`src/rtl/typed_block_deframer_top_defines.svh`:
```
// Assertion macros shared by the typed block deframer RTL.
`ifndef TYPED_BLOCK_DEFRAMER_TOP_DEFINES_SVH
`define TYPED_BLOCK_DEFRAMER_TOP_DEFINES_SVH

`ifndef SYNTHESIS
// Checked on every rising edge of i_clk while the block is out of reset.
`define TBD_ASSERT(lbl, prop, msg) \
    lbl: assert property (@(posedge i_clk) disable iff (!i_rst_n) prop) else $error(msg);
// Checked on every rising edge of i_clk, reset included.
`define TBD_ASSERT_ALWAYS(lbl, prop, msg) \
    lbl: assert property (@(posedge i_clk) prop) else $error(msg);
`else
`define TBD_ASSERT(lbl, prop, msg)
`define TBD_ASSERT_ALWAYS(lbl, prop, msg)
`endif

`endif

```
`src/rtl/tbd_pkg.sv`:
```
// Package with the types, constants and codes of the typed block deframer.
package tbd_pkg;

    localparam int NUM_TYPES       = 16;
    localparam int FRAME_WORDS_MAX = 64;

    localparam int TYPE_W  = (NUM_TYPES > 1) ? $clog2(NUM_TYPES) : 1;
    localparam int FRAME_W = $clog2(FRAME_WORDS_MAX + 1);
    localparam int PAY_W   = 15;
    localparam int MASK_W  = 16;

    localparam logic [1:0] CMD_BEGIN = 2'd0;
    localparam logic [1:0] CMD_DATA  = 2'd1;
    localparam logic [1:0] CMD_READ  = 2'd2;

    localparam logic [1:0] KIND_HEADER   = 2'd0;
    localparam logic [1:0] KIND_PAYLOAD  = 2'd1;
    localparam logic [1:0] KIND_READBACK = 2'd2;

    typedef struct packed {
        logic [1:0]  command;
        logic [6:0]  frame_words;
        logic [31:0] data_word;
        logic [3:0]  type_index;
    } t_in_item;

    typedef struct packed {
        logic [1:0]  kind;
        logic [15:0] block_type;
        logic [15:0] byte_length;
        logic [31:0] payload_word;
        logic        last_of_block;
        logic        truncated;
        logic [31:0] type_count;
    } t_out_item;

    typedef struct packed {
        logic              inc;
        logic [TYPE_W-1:0] inc_idx;
        logic [TYPE_W-1:0] rd_idx;
    } t_cnt_ctl;

endpackage

```
`src/rtl/typed_block_deframer_top.sv`:
```
// Top level of the typed block deframer: input register, decode and result register.
//
// The block takes one request per clock cycle. The request lands in an input
// register and is decoded by the parser against the frame and block state.
// The result, if there is one, is decoded from the request held in the
// input register and written to an output register when that register is
// empty or drained. It is held in the output register until the consumer
// takes it. A begin request arms a frame of up to FRAME_WORDS_MAX words. Each
// data request inside the frame is either a block header (type in the upper
// 16 bits, byte length in the lower 16) or a payload word of the current
// block. Headers of types below NUM_TYPES are counted. Blocks whose bit is set
// in the handler enable mask are forwarded header first, then each payload
// word. A counter read request always returns one result. Data words outside
// a frame and the unused command code give no result. Throughput is limited
// only by the output register: while a result sits there stalled, the input
// register holds its request and o_in_stall is raised. The configuration port
// is always ready and should only be written while no request is in flight.
`include "typed_block_deframer_top_defines.svh"

module typed_block_deframer_top
    import tbd_pkg::*;
(
    input  logic              i_clk,
    input  logic              i_rst_n,
    input  logic              i_in_valid,
    output logic              o_in_stall,
    input  t_in_item          i_in_data,
    output logic              o_out_valid,
    input  logic              i_out_stall,
    output t_out_item         o_out_data,
    input  logic              i_cfg_valid,
    output logic              o_cfg_ready,
    input  logic [MASK_W-1:0] i_cfg_data
);

    logic              r_in_valid;
    t_in_item          r_in;
    logic              r_out_valid;
    t_out_item         r_out;
    logic [MASK_W-1:0] r_mask;

    logic      adv;
    logic      go;
    t_cnt_ctl  cnt_ctl;
    logic [31:0] rd_count;
    logic      emit;
    t_out_item result;

    // The result register can take a new result when it is empty or drained now.
    assign adv        = !r_out_valid || !i_out_stall;
    assign go         = r_in_valid && adv;
    assign o_in_stall = r_in_valid && !adv;

    assign o_cfg_ready = 1'b1;
    assign o_out_valid = r_out_valid;
    assign o_out_data  = r_out;

    always_ff @(posedge i_clk) begin
        if (!i_rst_n) begin
            r_mask <= '0;
        end else if (i_cfg_valid && o_cfg_ready) begin
            r_mask <= i_cfg_data;
        end
    end

    // Input register: loads whenever it is not holding a stalled request.
    always_ff @(posedge i_clk) begin
        if (!i_rst_n) begin
            r_in_valid <= 1'b0;
        end else if (!o_in_stall) begin
            r_in_valid <= i_in_valid;
        end
    end

    always_ff @(posedge i_clk) begin
        if (!o_in_stall) begin
            r_in <= i_in_data;
        end
    end

    // Result register.
    always_ff @(posedge i_clk) begin
        if (!i_rst_n) begin
            r_out_valid <= 1'b0;
        end else if (adv) begin
            r_out_valid <= go && emit;
        end
    end

    always_ff @(posedge i_clk) begin
        if (adv) begin
            r_out <= result;
        end
    end

    tbd_parser u_parser (
        .i_clk      (i_clk),
        .i_rst_n    (i_rst_n),
        .i_go       (go),
        .i_item     (r_in),
        .i_mask     (r_mask),
        .i_rd_count (rd_count),
        .o_ctl      (cnt_ctl),
        .o_emit     (emit),
        .o_result   (result)
    );

    tbd_counters u_counters (
        .i_clk      (i_clk),
        .i_rst_n    (i_rst_n),
        .i_ctl      (cnt_ctl),
        .o_rd_count (rd_count)
    );

    // A stall toward the producer is only raised while a request is held.
    `TBD_ASSERT(a_stall_needs_item, o_in_stall |-> r_in_valid, "stall without held request")
    // A counter read that goes through always produces a readback result.
    `TBD_ASSERT(a_read_gives_result,
        (go && (r_in.command == CMD_READ)) |=> (r_out_valid && (r_out.kind == KIND_READBACK)),
        "counter read lost")
    // A held request is kept until the parser takes it.
    `TBD_ASSERT(a_held_request_kept,
        (r_in_valid && !adv) |=> (r_in_valid && $stable(r_in)),
        "held request changed")

endmodule

```
`src/rtl/tbd_counters.sv`:
```
// Per-type block counters with one increment and one readback port.
module tbd_counters
    import tbd_pkg::*;
(
    input  logic        i_clk,
    input  logic        i_rst_n,
    input  t_cnt_ctl    i_ctl,
    output logic [31:0] o_rd_count
);

    logic [31:0] r_cnt [NUM_TYPES];

    // Each counter is its own cell and only bumps when the header hits it.
    always_ff @(posedge i_clk) begin
        for (int i = 0; i < NUM_TYPES; i++) begin
            if (!i_rst_n) begin
                r_cnt[i] <= '0;
            end else if (i_ctl.inc && (i_ctl.inc_idx == TYPE_W'(i))) begin
                r_cnt[i] <= r_cnt[i] + 32'd1;
            end
        end
    end

    assign o_rd_count = r_cnt[i_ctl.rd_idx];

endmodule

```
`src/rtl/tbd_parser.sv`:
```
// Frame and block state plus the decode of one registered request.
module tbd_parser
    import tbd_pkg::*;
(
    input  logic              i_clk,
    input  logic              i_rst_n,
    input  logic              i_go,
    input  t_in_item          i_item,
    input  logic [MASK_W-1:0] i_mask,
    input  logic [31:0]       i_rd_count,
    output t_cnt_ctl          o_ctl,
    output logic              o_emit,
    output t_out_item         o_result
);

    logic [FRAME_W-1:0] r_frame_left, n_frame_left;
    logic [PAY_W-1:0]   r_payload_left, n_payload_left;
    logic [15:0]        r_cur_type, n_cur_type;
    logic [15:0]        r_cur_len, n_cur_len;
    logic               r_cur_fwd, n_cur_fwd;

    logic [15:0]      hdr_type;
    logic [15:0]      hdr_len;
    logic             hdr_in_range;
    logic             hdr_fwd;
    logic [PAY_W-1:0] hdr_plen;
    logic [PAY_W-1:0] pay_next;
    logic             ended;
    logic [15:0]      rd_type;

    assign hdr_type     = i_item.data_word[31:16];
    assign hdr_len      = i_item.data_word[15:0];
    assign hdr_in_range = 32'(hdr_type) < NUM_TYPES;
    assign hdr_fwd      = hdr_in_range && (hdr_type[15:4] == 12'd0) && i_mask[hdr_type[3:0]];
    assign hdr_plen     = PAY_W'((17'(hdr_len) + 17'd3) >> 2);
    assign pay_next     = r_payload_left - PAY_W'(1);
    assign ended        = (r_frame_left == FRAME_W'(1));
    assign rd_type      = {12'd0, i_item.type_index};

    always_comb begin
        n_frame_left   = r_frame_left;
        n_payload_left = r_payload_left;
        n_cur_type     = r_cur_type;
        n_cur_len      = r_cur_len;
        n_cur_fwd      = r_cur_fwd;
        o_emit         = 1'b0;
        o_result       = '0;
        o_ctl.inc      = 1'b0;
        o_ctl.inc_idx  = hdr_type[TYPE_W-1:0];
        o_ctl.rd_idx   = rd_type[TYPE_W-1:0];

        if (i_go) begin
            case (i_item.command)
                CMD_BEGIN: begin
                    n_frame_left   = (32'(i_item.frame_words) > FRAME_WORDS_MAX)
                                   ? FRAME_W'(FRAME_WORDS_MAX)
                                   : FRAME_W'(i_item.frame_words);
                    n_payload_left = '0;
                    n_cur_fwd      = 1'b0;
                end
                CMD_READ: begin
                    o_emit              = 1'b1;
                    o_result.kind       = KIND_READBACK;
                    o_result.block_type = rd_type;
                    o_result.type_count = (32'(i_item.type_index) < NUM_TYPES)
                                        ? i_rd_count : 32'd0;
                end
                CMD_DATA: begin
                    if (r_frame_left != '0) begin
                        n_frame_left = r_frame_left - FRAME_W'(1);
                        if (r_payload_left == '0) begin
                            // A new block header.
                            n_cur_type             = hdr_type;
                            n_cur_len              = hdr_len;
                            n_cur_fwd              = hdr_fwd;
                            n_payload_left         = ended ? '0 : hdr_plen;
                            o_ctl.inc              = hdr_in_range;
                            o_emit                 = hdr_fwd;
                            o_result.kind          = KIND_HEADER;
                            o_result.block_type    = hdr_type;
                            o_result.byte_length   = hdr_len;
                            o_result.last_of_block = (hdr_plen == '0) || ended;
                            o_result.truncated     = (hdr_plen != '0) && ended;
                        end else begin
                            n_payload_left         = ended ? '0 : pay_next;
                            o_emit                 = r_cur_fwd;
                            o_result.kind          = KIND_PAYLOAD;
                            o_result.block_type    = r_cur_type;
                            o_result.byte_length   = r_cur_len;
                            o_result.payload_word  = i_item.data_word;
                            o_result.last_of_block = (pay_next == '0) || ended;
                            o_result.truncated     = (pay_next != '0) && ended;
                        end
                    end
                end
                default: begin
                    o_emit = 1'b0;
                end
            endcase
        end
    end

    always_ff @(posedge i_clk) begin
        if (!i_rst_n) begin
            r_frame_left   <= '0;
            r_payload_left <= '0;
            r_cur_type     <= '0;
            r_cur_len      <= '0;
            r_cur_fwd      <= 1'b0;
        end else begin
            r_frame_left   <= n_frame_left;
            r_payload_left <= n_payload_left;
            r_cur_type     <= n_cur_type;
            r_cur_len      <= n_cur_len;
            r_cur_fwd      <= n_cur_fwd;
        end
    end

endmodule

```
`config.mk`:
```
export PLATFORM = sky130hd
export DESIGN_NAME = typed_block_deframer_top
export DESIGN_NICKNAME = d
export VERILOG_FILES = /design/src/rtl/tbd_pkg.sv /design/src/rtl/typed_block_deframer_top.sv /design/src/rtl/tbd_counters.sv /design/src/rtl/tbd_parser.sv
export VERILOG_INCLUDE_DIRS = /design/src /design/src/rtl
export SDC_FILE = /design/constraint.sdc
export NUM_CORES = 2
export LEC_CHECK = 0
export ABC_AREA = 0
export BUFFER_PORTS_ARGS = -buffer_cell sky130_fd_sc_hd__buf_4
export CELL_PAD_IN_SITES_DETAIL_PLACEMENT = 2
export CELL_PAD_IN_SITES_GLOBAL_PLACEMENT = 2
export CORE_MARGIN = 1.5
export CORE_UTILIZATION = 46
export DETAILED_ROUTE_END_ITERATION = 8
export GPL_TIMING_DRIVEN = 0
export PLACE_DENSITY_LB_ADDON = 0.12
export SLEW_MARGIN = 20
export SYNTH_ARGS = -nofsm -noshare
export SYNTH_HDL_FRONTEND = slang
export SYNTH_HIERARCHICAL = 1
export SYNTH_SLANG_ARGS = --single-unit
```
`constraint.sdc`:
```
create_clock -name i_clk -period 10.3 [get_ports i_clk]
set_input_delay 0.515 -clock i_clk [delete_from_list [all_inputs] [get_ports i_clk]]
set_output_delay 0.515 -clock i_clk [all_outputs]
set_load 0.01 [all_outputs]
```
======== After elaboration in Yosys (flattened, before gate mapping) ========
Memories as Yosys holds them, arrays and structs flattened. A register that Yosys moved wholly into a read port is not among the register bits.
Index checks and enable logic that the tools add are counted.
word-level totals
  word-level logic and storage cells ...... 214
  bits in registers ....................... 186
  input port bits ......................... 66
  memory bits (read-only) ................. 0
  memory bits (writable) .................. 512
  bits in latches ......................... 0
  memories kept ........................... 1
  output and inout bits ................... 103
memory list
  name              words  bits a word  rd ports  clocked after Yosys merged registers in  wr ports  line                RTL
  u_counters.r_cnt  16     32           17        1                                        16        tbd_counters.sv:11  logic [31:0] r_cnt [NUM_TYPES];
operators by class
  $mul .................................... 0
  divide/modulo/power cells ............... 0
  equal/unequal tests ..................... 19
  order comparisons ....................... 3
  reduce and logical (&&, ||, !) cells .... 45
  add/subtract/negate cells ............... 19
  shifts and indexed selects .............. 0
  bitwise gates (word level) .............. 19
  mux-type cells .......................... 90
operators by type and width
  operator               number
  $mux 32                17
  $add 32x1->32 const B  16
  $mux 67                1
  $mux 15                4
  $mux 1                 58
  $logic_not 15->1       3
  $pmux 18 s2            1
  $mux 33                1
  $eq 4x4->1 const B     8
  $pmux 15 s2            1
  $reduce_bool 15->1     2
  $logic_and 1x1->1      23
  $add 16x2->17 const B  1
  $eq 4x3->1 const B     4
  $lt 16x5->1 const B    1
  $or 1x1->1             16
  $sub 15x1->15 const B  1
  $mux 7                 2
  $pmux 7 s2             1
  $logic_not 12->1       1
  $eq 4x2->1 const B     2
  $eq 7x1->1 const B     1
  $gt 7x7->1 const B     1
  $reduce_bool 7->1      1
  other kinds (19)       28

======== Depth between registers and ports, before layout ========
  word-level depth ........................ 10
  mapped depth ............................ 15
  depth with buffers taken out ............ 10

======== Modules after synthesis ========
The synthesis kept the hierarchy.
by module, submodules not included
  module                    cells each  area each (µm²)  instances  sequential area each (µm²)
  tbd_counters              2769        31067.3          1          15374.7
  typed_block_deframer_top  207         5058.6           1          4714.5
  tbd_parser                622         4202.8           1          1101.1

======== Worst setup path after synthesis ========
Ideal clock, no wire load.
  path kind ............................... input to register
  start ................................... input i_out_stall
  end ..................................... memory u_counters.r_cnt[3][0], enable pin
  arrival time ............................ 6.506 ns
  path buffers ............................ 1
  stages .................................. 8
  slack ................................... 3.329 ns
  cells stage by stage .................... nand2_1 and2_1 clkbuf_1 nand3_1 nor3_1 nor2b_1 nand2b_1 o21ai_0
RTL lines
  element             line                            RTL
  start: declaration  typed_block_deframer_top.sv:29  input logic i_out_stall,
  end: declaration    tbd_counters.sv:11

==> results.yml <==
finish:
  drive_above_1_share_pct: 14.6
  layout.nets: 3966
  final_cells: 5099
  layout_commonest_cell: "edfxtp_1"
  layout_common_cells: "edfxtp_1, nor2_1, nand2_1"
  fin_area_um2: 46600
  syn2layout_area_growth_pct: 15.5
sta:
  setup_viol: 0
  fmax_ghz: 0.163
  final.min_clock_period_ns: 6.14
  slew_headroom_pct: 15.8
  hold_viol_final: 0
  skew_ns: 0.0300
  rsz0062_at_grt: "no"
  post-route-period-util_pct: 59.7
  slew_viol_final: 0
  tightestPinTransition_ns: 1.25
  setup_ws_ns: 4.16
grt:
  grt_pass1_wl_um: 245000
  grt_overflow: 0
  track_usage_pct: 36.6
  grt_max_degree: 58
  grt_pass1_vias: 36000
  antenna_found_initial: 12
critical_path:
  cp_slowest_cell: "nor3_1"
  r2r_cells: 13
  rrSetupSlack_ns: 4.16
  setup.worst_path.start: "u_parser/r_payload_left[6]$_SDFFE_PN0P_"
  path_class: "register to register"
  rr_endpoint: "u_counters/r_cnt[11][0]$_SDFFCE_PN0P_"
  cp-endpoint: "u_counters/r_cnt[11][0]$_SDFFCE_PN0P_"
  r2r-start: "u_parser/r_payload_left[6]$_SDFFE_PN0P_"
  critPathRequiredTime_ns: 10.79
  arrival_ns: 6.63
  critPathMostFrequentCell: "clkbuf_1"
  crit_chain: "or4_4, or4b_4, or2_0, buf_2, buf_2, clkbuf_1, nor3_1, and4b_1, clkbuf_1, nand3_1, clkbuf_1, buf_1, nor2_1"
  cp-start-kind: "register"
  critPathCaptureType: "register"
  critPathMaxFanout: 10
  max_stage_delay_ns: 0.64
floorplanning:
  io_pins: 169
  die_w_um: 299
  core_area_um2: 86800
  dieArea_um2: 89500
  start_util_pct: 46.5
  die_h_um: 299
  num_rows: 108
drt:
  drt_iter0_markers: 3630
  post-route-drc-count: 0
  wire_per_inst_um: 32.5
  drtAntennaViolNets: 0
  viasPerCell: 6.61
  firstDrtPassIters: 6
  routed_wl_um: 166000
  vias: 33700
run:
  maxCapViolations: 0
worst_hold_path:
  hp-class: "primary input to register"
  holdCritStartpoint: "i_in_data[33]"
clocking:
  insertion_delay_ns: 0.66
  clk_pin_slew_ns: 0.06
  post_cts_buffers: 0
  htreeDepth: 3
  cts_max_path_buffers: 3
  cts_buffers: 84
  cts_resized: 0
  clockRootBuffer: "clkbuf_16"
  clkSinkCount: 730
  cts_hold_buffers: 0
  cts_tree: "built"
synthesis:
  synth_edf_count: 657
  synth_ff_type: "edfxtp_1"
  synth_cells: 3598
  synth_cell_types: 79
  yosys_warnings: 6
  netlist_area_um2: 40300
  synth_fp_nets: 3690
  ys_seq_area_share_pct: 52.5
  async_flop_share_pct: 0
  synth-seq-cells: 730
  syn_area_per_cell_um2: 11.2
placement:
  io_buffer_count: 166
  place_congestion: 0.963
  pre_cts_ws_ns: 4.58
  dp_hpwl_um: 117000
  dp.cells: 4943
  place_area_um2: 43800
power_and_ir_drop:
  power_mw: 7.18
  peakVddDrop_uv: 135
  p_per_area_nw_per_um2: 154
  cellLeakagePower_nw: 15.8
status:
  status: "finished, final reports clean"
per-layer routing:
| layer | track usage [%] | share of wire (%) |
|---|---|---|
| met1 | 46.3 | 38 |
| met2 | 60.4 | 48 |
| met3 | 5.89 | 7.3 |
| met4 | 19.5 | 6.1 |
| met5 | 0 | 0.021 |
flip-flops by register name, indices dropped and copies added, names as in the netlist, 7 cells and up:
signal / cells
o_out_data: 100
r_in: 45
r_mask: 16
u_counters/r_cnt: 512
u_parser/r_cur_len: 16
u_parser/r_cur_type: 16
u_parser/r_frame_left: 7
u_parser/r_payload_left: 15
synth_stat cells (4+ instances only):
cell type,count,area [µm²]
edfxtp_1,657,19700
nor2_1,533,2000
nand2_1,322,1210
xor2_1,245,2150
nand3_1,200,1000
xnor2_1,197,1730
mux4_2,163,3670
nand4_1,150,938
a21oi_1,132,661
clkbuf_1,120,450
and3_1,111,694
o21ai_0,93,465
nor3_1,92,460
dfxtp_1,73,1460
nor4_1,62,388
inv_1,61,229
and4_1,54,473
and2_1,50,313
or3_1,49,307
buf_2,30,150
ha_1,26,325
nor2b_1,24,150
mux2i_1,21,210
buf_1,12,45.0
buf_4,9,67.6
a31oi_1,6,37.5
nand3b_1,6,45.0
or4_1,6,45.0
nand2b_1,5,31.3
nand4_2,5,62.6
nor4_2,5,62.6
o211ai_1,5,37.5
a2bb2oi_1,4,35.0
a32o_1,4,40.0
nor3_2,4,40.0
nor4_4,4,85.1
layout make-up:
type	instances	area (µm²)
diodes	3	7.51
plain buffers	173	746
clock buffers	111	2360
clock inverters	42	407
fillers	8417	40200
inverters	62	233
multi-input cells	2633	18400
flip-flops and latches	730	21200
well taps	1155	1450
repair buffers	190	1820
where the power goes:
part           switching (mW)  internal, mW  total [mW]
logic                   0.360         0.228       0.588
registers               0.151          3.31        3.46
clock network            1.32          1.81        3.13
total                    1.83          5.34        7.18
how the worst min path moves through the flow:
stage / endpoint / slack (ns) / cells after the start
after floorplan: u_parser/r_cur_type[0]$_SDFFE_PN0P_ / 0.43 / 2
after global placement: u_parser/r_cur_len[9]$_SDFFE_PN0P_ / 0.44 / 2
after detailed placement: u_parser/r_cur_type[3]$_SDFFE_PN0P_ / 0.45 / 2
after CTS: r_in[33]$_DFFE_PN_ / 0.01 / 1
after global routing: r_in[33]$_DFFE_PN_ / 0.02 / 1
final: r_in[33]$_DFFE_PN_ / 0.04 / 1
per-stage QoR:
stage	utilization (%)	hold WS [ns]	TNS (ns)
after CTS	53.7	0.0123	0
after global placement	49.6	0.439	-106.83
after global routing	53.7	0.0236	0
after floorplan	-	0.431	0
final	53.7	0.0385	0
after detailed placement	50.5	0.452	0
worst max-delay path, delay by kind of cell (launching register included):
kind          cells  cell delay [ns]
flops             1             0.40
simple gates      7             3.24
buf+inv           6             2.35
cell families (layout without fill, tap and decap cells):
logic type	after synthesis	count (layout)	synth area share [%]
XOR/XNOR	442	442	9.60
AND/OR/NAND/NOR	1705	1705	21.1
AO/OA/AOI/OAI	273	273	3.78
flip-flops	730	730	52.5
adder cells (fa/ha/maj)	26	26	0.807
multiplexers	186	186	9.72
buffers and inverters	235	578	2.42
other	1	4	0.00930
Note: power is estimated with default switching activity, not from simulation.
